==> config.mk <==
export PLATFORM = sky130hd
export DESIGN_NAME = base64_stream_encoder_core_flat
export DESIGN_NICKNAME = d
export VERILOG_FILES = /design/src/rtl/core/b64enc_pkg.sv /design/src/rtl/core/b64enc_if.sv /design/src/rtl/core/b64enc_front.sv /design/src/rtl/core/b64enc_queue.sv /design/src/rtl/core/b64enc_back.sv /design/src/rtl/core/base64_stream_encoder_core.sv /design/src/flat_wrapper.sv
export VERILOG_INCLUDE_DIRS = /design/src /design/src/rtl/core
export SDC_FILE = /design/constraint.sdc
export NUM_CORES = 1
export LEC_CHECK = 0
export BUFFER_PORTS_ARGS = -buffer_cell sky130_fd_sc_hd__buf_4
export CAP_MARGIN = 15
export CORE_ASPECT_RATIO = 1.5
export CORE_UTILIZATION = 44
export DETAILED_ROUTE_END_ITERATION = 7
export PLACE_DENSITY_LB_ADDON = 0.25
export SLEW_MARGIN = 10
export SYNTH_ARGS = -nofsm -noshare
export SYNTH_HDL_FRONTEND = slang
export SYNTH_HIERARCHICAL = 1
export SYNTH_SLANG_ARGS = --single-unit
==> constraint.sdc <==
create_clock -name clk_i -period 5.15 [get_ports clk_i]
set_input_delay 0.7725 -clock clk_i [delete_from_list [all_inputs] [get_ports clk_i]]
set_output_delay 0.7725 -clock clk_i [all_outputs]
set_load 0.01 [all_outputs]
==> src/rtl/core/base64_stream_encoder_core_defines.svh <==
// ----------------------------------------------------------------------------
// base64 stream encoder assertion macros
// clocked property checks shared by the encoder modules
// ----------------------------------------------------------------------------
`ifndef BASE64_STREAM_ENCODER_CORE_DEFINES_SVH
`define BASE64_STREAM_ENCODER_CORE_DEFINES_SVH

// check with reset masking
`define B64E_ASSERT(lbl, prop, msg) \
  lbl: assert property (@(posedge clk_i) disable iff (!rst_ni) (prop)) else $error(msg);

// check that also holds while reset is applied
`define B64E_ASSERT_ALWAYS(lbl, prop, msg) \
  lbl: assert property (@(posedge clk_i) (prop)) else $error(msg);

`endif

==> src/rtl/core/b64enc_pkg.sv <==
// ----------------------------------------------------------------------------
// b64enc_pkg
// types, constants and the character table of the base64 stream encoder
// ----------------------------------------------------------------------------
package b64enc_pkg;

  localparam int ByteW         = 8;
  localparam int SextetW       = 6;
  localparam int GroupW        = 24;
  localparam int PendW         = 16;
  localparam int CntW          = 2;
  localparam int NCharsW       = 3;
  localparam int IdxW          = 2;
  localparam int QueueDepth    = 2;
  localparam int QueuePtrW     = (QueueDepth > 1) ? $clog2(QueueDepth) : 1;
  localparam int QueueCntW     = $clog2(QueueDepth + 1);

  localparam logic [ByteW-1:0]   PadChar   = 8'h3D;
  localparam logic [CntW-1:0]    CntEmpty  = 2'd0;
  localparam logic [CntW-1:0]    CntOne    = 2'd1;
  localparam logic [CntW-1:0]    CntTwo    = 2'd2;
  localparam logic [NCharsW-1:0] NCharsOne = 3'd2;
  localparam logic [NCharsW-1:0] NCharsTwo = 3'd3;
  localparam logic [NCharsW-1:0] NCharsAll = 3'd4;
  localparam logic [IdxW-1:0]    IdxLast   = 2'd3;

  typedef struct packed {
    logic [GroupW-1:0]  group;
    logic [NCharsW-1:0] nchars;
    logic               last;
  } b64enc_group_t;

  typedef struct packed {
    logic          valid;
    b64enc_group_t entry;
  } b64enc_qwr_t;

  typedef struct packed {
    logic          valid;
    b64enc_group_t entry;
  } b64enc_qrd_t;

  function automatic logic [ByteW-1:0] b64_char(input logic [SextetW-1:0] v);
    logic [ByteW-1:0] ext;
    logic [ByteW-1:0] ch;
    ext = {2'b00, v};
    case (v) inside
      [6'd0:6'd25]:  ch = ext + 8'd65;
      [6'd26:6'd51]: ch = ext + 8'd71;
      [6'd52:6'd61]: ch = ext - 8'd4;
      6'd62:         ch = 8'h2B;
      6'd63:         ch = 8'h2F;
      default:       ch = PadChar;
    endcase
    return ch;
  endfunction

endpackage

==> src/rtl/core/b64enc_if.sv <==
// ----------------------------------------------------------------------------
// b64enc_if
// valid/ready channels for raw bytes in and encoded characters out
// ----------------------------------------------------------------------------
interface b64enc_byte_if;
  logic                          valid;
  logic                          ready;
  logic [b64enc_pkg::ByteW-1:0]  data_byte;
  logic                          end_of_message;

  modport source (output valid, output data_byte, output end_of_message, input ready);
  modport sink   (input valid, input data_byte, input end_of_message, output ready);
endinterface

interface b64enc_char_if;
  logic                          valid;
  logic                          ready;
  logic [b64enc_pkg::ByteW-1:0]  out_char;
  logic                          final_char;

  modport source (output valid, output out_char, output final_char, input ready);
  modport sink   (input valid, input out_char, input final_char, output ready);
endinterface

==> src/rtl/core/b64enc_front.sv <==
// ----------------------------------------------------------------------------
// b64enc_front
// takes raw bytes, gathers them into groups and queues finished groups
// ----------------------------------------------------------------------------
module b64enc_front (
  input  logic                      clk_i,
  input  logic                      rst_ni,
  b64enc_byte_if.sink               msg_i,
  input  logic                      full_i,
  output b64enc_pkg::b64enc_qwr_t   wr_o
);

  logic [b64enc_pkg::PendW-1:0] pending_bytes_q, pending_bytes_d;
  logic [b64enc_pkg::CntW-1:0]  pending_count_q, pending_count_d;
  logic                         accept;

  assign msg_i.ready = !full_i;
  assign accept      = msg_i.valid && !full_i;

  always_comb begin
    pending_bytes_d = pending_bytes_q;
    pending_count_d = pending_count_q;
    wr_o            = '0;
    if (accept) begin
      if (pending_count_q >= b64enc_pkg::CntTwo) begin
        wr_o.valid        = 1'b1;
        wr_o.entry.group  = {pending_bytes_q, msg_i.data_byte};
        wr_o.entry.nchars = b64enc_pkg::NCharsAll;
        wr_o.entry.last   = msg_i.end_of_message;
        pending_bytes_d   = '0;
        pending_count_d   = b64enc_pkg::CntEmpty;
      end else if (!msg_i.end_of_message) begin
        if (pending_count_q == b64enc_pkg::CntEmpty) begin
          pending_bytes_d = {msg_i.data_byte, 8'h00};
        end else begin
          pending_bytes_d = {pending_bytes_q[15:8], msg_i.data_byte};
        end
        pending_count_d = pending_count_q + b64enc_pkg::CntOne;
      end else begin
        wr_o.valid      = 1'b1;
        wr_o.entry.last = 1'b1;
        if (pending_count_q == b64enc_pkg::CntEmpty) begin
          wr_o.entry.group  = {msg_i.data_byte, 16'h0000};
          wr_o.entry.nchars = b64enc_pkg::NCharsOne;
        end else begin
          wr_o.entry.group  = {pending_bytes_q[15:8], msg_i.data_byte, 8'h00};
          wr_o.entry.nchars = b64enc_pkg::NCharsTwo;
        end
        pending_bytes_d = '0;
        pending_count_d = b64enc_pkg::CntEmpty;
      end
    end
  end

  always_ff @(posedge clk_i or negedge rst_ni) begin
    if (!rst_ni) begin
      pending_bytes_q <= '0;
      pending_count_q <= b64enc_pkg::CntEmpty;
    end else begin
      pending_bytes_q <= pending_bytes_d;
      pending_count_q <= pending_count_d;
    end
  end

endmodule

==> src/rtl/core/b64enc_queue.sv <==
// ----------------------------------------------------------------------------
// b64enc_queue
// short queue of finished groups between front and back
// ----------------------------------------------------------------------------
`include "base64_stream_encoder_core_defines.svh"

module b64enc_queue (
  input  logic                      clk_i,
  input  logic                      rst_ni,
  input  b64enc_pkg::b64enc_qwr_t   wr_i,
  output logic                      full_o,
  output b64enc_pkg::b64enc_qrd_t   rd_o,
  input  logic                      pop_i
);

  b64enc_pkg::b64enc_group_t              mem_q [b64enc_pkg::QueueDepth];
  logic [b64enc_pkg::QueuePtrW-1:0]       wr_ptr_q, wr_ptr_d;
  logic [b64enc_pkg::QueuePtrW-1:0]       rd_ptr_q, rd_ptr_d;
  logic [b64enc_pkg::QueueCntW-1:0]       cnt_q, cnt_d;

  localparam logic [b64enc_pkg::QueuePtrW-1:0] PtrLast =
    b64enc_pkg::QueuePtrW'(b64enc_pkg::QueueDepth - 1);
  localparam logic [b64enc_pkg::QueueCntW-1:0] CntFull =
    b64enc_pkg::QueueCntW'(b64enc_pkg::QueueDepth);

  assign full_o     = (cnt_q == CntFull);
  assign rd_o.valid = (cnt_q != '0);
  assign rd_o.entry = mem_q[rd_ptr_q];

  always_comb begin
    wr_ptr_d = wr_ptr_q;
    rd_ptr_d = rd_ptr_q;
    cnt_d    = cnt_q;
    if (wr_i.valid) begin
      wr_ptr_d = (wr_ptr_q == PtrLast) ? '0 : wr_ptr_q + 1'b1;
    end
    if (pop_i) begin
      rd_ptr_d = (rd_ptr_q == PtrLast) ? '0 : rd_ptr_q + 1'b1;
    end
    case ({wr_i.valid, pop_i})
      2'b10:   cnt_d = cnt_q + 1'b1;
      2'b01:   cnt_d = cnt_q - 1'b1;
      default: cnt_d = cnt_q;
    endcase
  end

  always_ff @(posedge clk_i) begin
    if (wr_i.valid) begin
      mem_q[wr_ptr_q] <= wr_i.entry;
    end
  end

  always_ff @(posedge clk_i or negedge rst_ni) begin
    if (!rst_ni) begin
      wr_ptr_q <= '0;
      rd_ptr_q <= '0;
      cnt_q    <= '0;
    end else begin
      wr_ptr_q <= wr_ptr_d;
      rd_ptr_q <= rd_ptr_d;
      cnt_q    <= cnt_d;
    end
  end

  `B64E_ASSERT(a_no_overflow, wr_i.valid |-> !full_o, "group pushed into a full queue")
  `B64E_ASSERT(a_no_underflow, pop_i |-> (cnt_q != '0), "group popped from an empty queue")
  `B64E_ASSERT_ALWAYS(a_cnt_range, cnt_q <= CntFull, "queue fill count out of range")

endmodule

==> src/rtl/core/b64enc_back.sv <==
// ----------------------------------------------------------------------------
// b64enc_back
// turns queued groups into characters, one per cycle while the receiver is ready, into an output register
`include "base64_stream_encoder_core_defines.svh"

module b64enc_back (
  input  logic                      clk_i,
  input  logic                      rst_ni,
  input  b64enc_pkg::b64enc_qrd_t   rd_i,
  output logic                      pop_o,
  b64enc_char_if.source             enc_o
);

  b64enc_pkg::b64enc_group_t        cur_q, cur_d;
  logic                             busy_q, busy_d;
  logic [b64enc_pkg::IdxW-1:0]      idx_q, idx_d;
  logic                             out_valid_q, out_valid_d;
  logic [b64enc_pkg::ByteW-1:0]     out_char_q, out_char_d;
  logic                             out_final_q, out_final_d;

  b64enc_pkg::b64enc_group_t        src;
  logic [b64enc_pkg::IdxW-1:0]      k;
  logic [b64enc_pkg::SextetW-1:0]   sextet;
  logic                             have;
  logic                             adv;

  assign src  = busy_q ? cur_q : rd_i.entry;
  assign k    = busy_q ? idx_q : '0;
  assign have = busy_q || rd_i.valid;
  assign adv  = have && (!out_valid_q || enc_o.ready);
  assign pop_o = adv && !busy_q;

  always_comb begin
    case (k)
      2'd0:    sextet = src.group[23:18];
      2'd1:    sextet = src.group[17:12];
      2'd2:    sextet = src.group[11:6];
      default: sextet = src.group[5:0];
    endcase
  end

  always_comb begin
    cur_d       = cur_q;
    busy_d      = busy_q;
    idx_d       = idx_q;
    out_valid_d = out_valid_q;
    out_char_d  = out_char_q;
    out_final_d = out_final_q;
    if (adv) begin
      out_valid_d = 1'b1;
      out_char_d  = ({1'b0, k} < src.nchars) ? b64enc_pkg::b64_char(sextet)
                                             : b64enc_pkg::PadChar;
      out_final_d = src.last && (k == b64enc_pkg::IdxLast);
      if (k == b64enc_pkg::IdxLast) begin
        busy_d = 1'b0;
        idx_d  = '0;
      end else begin
        busy_d = 1'b1;
        cur_d  = src;
        idx_d  = k + 1'b1;
      end
    end else if (enc_o.ready) begin
      out_valid_d = 1'b0;
    end
  end

  always_ff @(posedge clk_i) begin
    cur_q      <= cur_d;
    out_char_q <= out_char_d;
  end

  always_ff @(posedge clk_i or negedge rst_ni) begin
    if (!rst_ni) begin
      busy_q      <= 1'b0;
      idx_q       <= '0;
      out_valid_q <= 1'b0;
      out_final_q <= 1'b0;
    end else begin
      busy_q      <= busy_d;
      idx_q       <= idx_d;
      out_valid_q <= out_valid_d;
      out_final_q <= out_final_d;
    end
  end

  assign enc_o.valid      = out_valid_q;
  assign enc_o.out_char   = out_char_q;
  assign enc_o.final_char = out_final_q;

  `B64E_ASSERT(a_idle_idx, !busy_q |-> (idx_q == '0), "character index not cleared when idle")
  `B64E_ASSERT(a_final_ends_group, (out_valid_q && out_final_q) |-> !busy_q,
               "group still in progress behind the final character")

endmodule

==> src/rtl/core/base64_stream_encoder_core.sv <==
// ----------------------------------------------------------------------------
// base64_stream_encoder_core: closed groups pass a group queue, then an output register
// throughput one char per cycle while the receiver is ready, set by the output stage
// up to one byte per cycle while the two-entry group queue has room
// asynchronous active-low reset clears pending bytes, queue and the valid and final flags of the output register
// ----------------------------------------------------------------------------
module base64_stream_encoder_core (
  input  logic           clk_i,
  input  logic           rst_ni,
  b64enc_byte_if.sink    msg_i,
  b64enc_char_if.source  enc_o
);

  b64enc_pkg::b64enc_qwr_t  q_wr;
  b64enc_pkg::b64enc_qrd_t  q_rd;
  logic                     q_full;
  logic                     q_pop;

  b64enc_front u_front (
    .clk_i  (clk_i),
    .rst_ni (rst_ni),
    .msg_i  (msg_i),
    .full_i (q_full),
    .wr_o   (q_wr)
  );

  b64enc_queue u_queue (
    .clk_i  (clk_i),
    .rst_ni (rst_ni),
    .wr_i   (q_wr),
    .full_o (q_full),
    .rd_o   (q_rd),
    .pop_i  (q_pop)
  );

  b64enc_back u_back (
    .clk_i  (clk_i),
    .rst_ni (rst_ni),
    .rd_i   (q_rd),
    .pop_o  (q_pop),
    .enc_o  (enc_o)
  );

endmodule

==> src/flat_wrapper.sv <==
// flat-port wrapper written by rule: the top's interface ports become plain ports
module base64_stream_encoder_core_flat 
  (clk_i, rst_ni, msg_i_valid, msg_i_data_byte, msg_i_end_of_message, msg_i_ready, enc_o_valid, enc_o_out_char, enc_o_final_char, enc_o_ready);
  b64enc_byte_if msg_i_i ();
  b64enc_char_if enc_o_i ();
  input  logic clk_i;
  input  logic rst_ni;
  input wire logic [$bits(msg_i_i.valid)-1:0] msg_i_valid;
  input wire logic [$bits(msg_i_i.data_byte)-1:0] msg_i_data_byte;
  input wire logic [$bits(msg_i_i.end_of_message)-1:0] msg_i_end_of_message;
  output wire logic [$bits(msg_i_i.ready)-1:0] msg_i_ready;
  output wire logic [$bits(enc_o_i.valid)-1:0] enc_o_valid;
  output wire logic [$bits(enc_o_i.out_char)-1:0] enc_o_out_char;
  output wire logic [$bits(enc_o_i.final_char)-1:0] enc_o_final_char;
  input wire logic [$bits(enc_o_i.ready)-1:0] enc_o_ready;
  assign msg_i_i.valid = msg_i_valid;
  assign msg_i_i.data_byte = msg_i_data_byte;
  assign msg_i_i.end_of_message = msg_i_end_of_message;
  assign msg_i_ready = msg_i_i.ready;
  assign enc_o_valid = enc_o_i.valid;
  assign enc_o_out_char = enc_o_i.out_char;
  assign enc_o_final_char = enc_o_i.final_char;
  assign enc_o_i.ready = enc_o_ready;
  base64_stream_encoder_core u_core (.clk_i(clk_i), .rst_ni(rst_ni), .msg_i(msg_i_i), .enc_o(enc_o_i));
endmodule
==> results.txt <==
status = finished, final reports clean
drc violations = 0
FP Rows = 50
Max-cap violations = 0
Congestion Overflow GR = 0
FF-to-FF Start = u_core/u_queue/rd_ptr_q$_DFFE_PN0P_
top cell type by total area after synthesis = edfxtp_1
Place WS = 0.6144 ns
Data arrival, critical path = 4.71 ns
core area = 0.01257 sq mm
RR Endpoint = u_core/u_back/enc_o.out_char[3]$_SDFFCE_PP1P_
final setup violation count = 0
Mapped Cells = 394
hold violation count in the final report = 0
Setup TNS = 0 ns
Synth-to-Final Area Change = 15.43%
Crit Path Class = flop to flop
nets@finish = 452
Util after Layout = 52.69%
crit-path max FO = 15
fillers = 1045
average routed wire per standard cell = 19.29 um
R2R depth = 12
Max transition margin = 54.21%
CTS Buf Count = 17
YS warnings = 6
crit end category = flop
ys async rst share = 22.69%
CP Launch Type = flop
Iter 0 DRT Violations = 197
CTS resizes = 0
Syn Nets = 422
cell family with most CP delay = compound AO/OA/AOI/OAI gates
full die area = 0.01351 sq mm
initial antenna violation count = 0
post-synthesis cell type count = 65
CP max stage cell = dfrtp_1
share of cells above drive strength 1 = 29.98%
clk_skew = 0.006046 ns
DP Area = 0.006036 sq mm
hold_buf cts = 0
RSZ-0062 raised after global routing = no
global-route wire length before repair = 18390 um
design area = 0.006625 sq mm
CTS max path bufs = 2
fin crit share = 88.41%
CTS tree = built
post-DP HPWL = 8223 um
gpl congestion = 0.8704
Register Area = 0.003438 sq mm
Req. time, crit path = 5.30 ns
area taken by multi-input logic gates = 0.002131 sq mm
R2R setup slack = 0.60 ns
CP max stage delay = 0.78 ns
Post-synth EDFFs = 92
CP Cell Sequence = mux2_2, mux2_1, a222oi_1, a21o_2, inv_2, ha_1, or3_1, o32ai_1, o21a_1, or2_1, o221ai_1, a211o_1
Synth Flop Type = edfxtp_1
Synth top area share = 48.14%
post-CTS setup buffers = 0
die width = 95.25 um
ANT cells = 0
max-slew violations = 0
Mapped Area = 0.005739 sq mm
gr usage total = 18.50%
initial core utilization = 45.64%
sequential area share after synthesis = 59.91%
top-count cell post-synth = edfxtp_1
Mean Syn Cell Area = 14.57 sq um
CP bufs+invs = 1
vias post-DR = 3388
clk slew on worst S/H paths = 0.06 ns
top cells by count, synth = 92 x edfxtp_1, 37 x mux2_2, 33 x a22o_1
Fmax achieved = 219.6 MHz
Skew-Pair Late Insertion Delay = 0.40 ns
final setup margin = 0.5969 ns
min Tclk post-route = 4.553 ns
CTS root buf = clkbuf_16
DR pass1 iterations = 4
Routed WL = 11440 um
io pins = 24
DR vias/cell = 5.713
vias in the first global route = 3587
Chip Height = 141.9 um
Yosys reg bits = 119
worst min path class = input port to asynchronous set/reset pin
top post-synthesis cells by area = edfxtp_1 48%, dfrtp_1 12%, mux2_2 7.3%
DRT antenna net count = 0
Num Clock Sinks = 119
port bufs = 23
H-tree levels = 4
worst-margin pin slew = 0.6868 ns
largest net degree at the start of global routing = 29
## metal layers
layer | track usage [%] | part of all wire [%] | vias up
met5 | 0 | 0 | -
met4 | 9.330 | 3.5 | 0
met3 | 4.770 | 3.1 | 24
met2 | 32.48 | 54 | 89
met1 | 20.13 | 40 | 1688
li1 | - | - | 1587
## sequential cells by signal, summed over array words and instances, names as in the netlist
register / flops
u_core/u_queue/rd_ptr_q: 1
u_core/u_queue/wr_ptr_q: 1
u_core/u_queue/cnt_q: 2
u_core/u_back/enc_o.final_char: 1
u_core/u_back/busy_q: 1
u_core/u_back/idx_q: 2
u_core/u_front/pending_count_q: 2
u_core/u_queue/mem_q: 56
u_core/u_back/enc_o.valid: 1
u_core/u_back/enc_o.out_char: 8
u_core/u_back/cur_q: 28
u_core/u_front/pending_bytes_q: 16
## layout make-up
cell class              instances  share of cell area, %
clock buffers                  18                  6.629
clock inverters                14                  2.266
inverters                      13                 0.7365
multi-input cells             245                  32.16
flip-flops and latches        119                  51.90
well taps                     156                  2.946
repair buffers                 28                  3.362
## logic make-up (layout without fill, tap and decap cells)
kind of cell / after synthesis / count (layout) / share of synthesized area [%]
flip-flops: 119 / 119 / 59.91
AO/OA/AOI/OAI: 88 / 88 / 13.12
AND/OR/NAND/NOR: 80 / 80 / 7.935
multiplexers: 56 / 56 / 11.77
buffers and inverters: 30 / 73 / 3.074
adder cells (fa/ha/maj): 15 / 15 / 3.270
XOR/XNOR: 6 / 6 / 0.9158
## per-stage QoR
| step | hold WS [ns] | std cells |
|---|---|---|
| floorplan | 0.4474 | 394 |
| global placement | 0.4674 | 561 |
| detailed placement | 0.4786 | 561 |
| CTS | 0.2859 | 593 |
| global route | 0.2999 | 593 |
| finish | 0.2880 | 593 |
## how the worst max path moves through the flow
stage | from | endpoint | cells past startpoint
detailed placement | u_core/u_queue/rd_ptr_q$_DFFE_PN0P_ | u_core/u_back/enc_o.out_char[3]$_SDFFCE_PP1P_ | 12
CTS | u_core/u_queue/rd_ptr_q$_DFFE_PN0P_ | u_core/u_back/enc_o.out_char[3]$_SDFFCE_PP1P_ | 12
finish | u_core/u_queue/rd_ptr_q$_DFFE_PN0P_ | u_core/u_back/enc_o.out_char[3]$_SDFFCE_PP1P_ | 12
floorplan | u_core/u_back/busy_q$_DFFE_PN0P_ | u_core/u_back/enc_o.out_char[3]$_SDFFCE_PP1P_ | 16
global placement | u_core/u_queue/rd_ptr_q$_DFFE_PN0P_ | u_core/u_back/enc_o.out_char[3]$_SDFFCE_PP1P_ | 12
global route | u_core/u_queue/rd_ptr_q$_DFFE_PN0P_ | u_core/u_back/enc_o.out_char[3]$_SDFFCE_PP1P_ | 12
## layout by cell type (no fill, tap or decap), types with 12 or more instances in the layout
| cell | n |
|---|---|
| nand2_1 | 13 |
| edfxtp_1 | 92 |
| a22o_1 | 33 |
| ha_1 | 15 |
| inv_1 | 12 |
| clkbuf_16 | 17 |
| mux2_4 | 12 |
| nor2_1 | 18 |
| buf_4 | 27 |
| dfrtp_1 | 27 |
| mux2_2 | 37 |
Power is not shown: default switching activity piles up to over one toggle a cycle in this logic, so the estimate is an artifact.
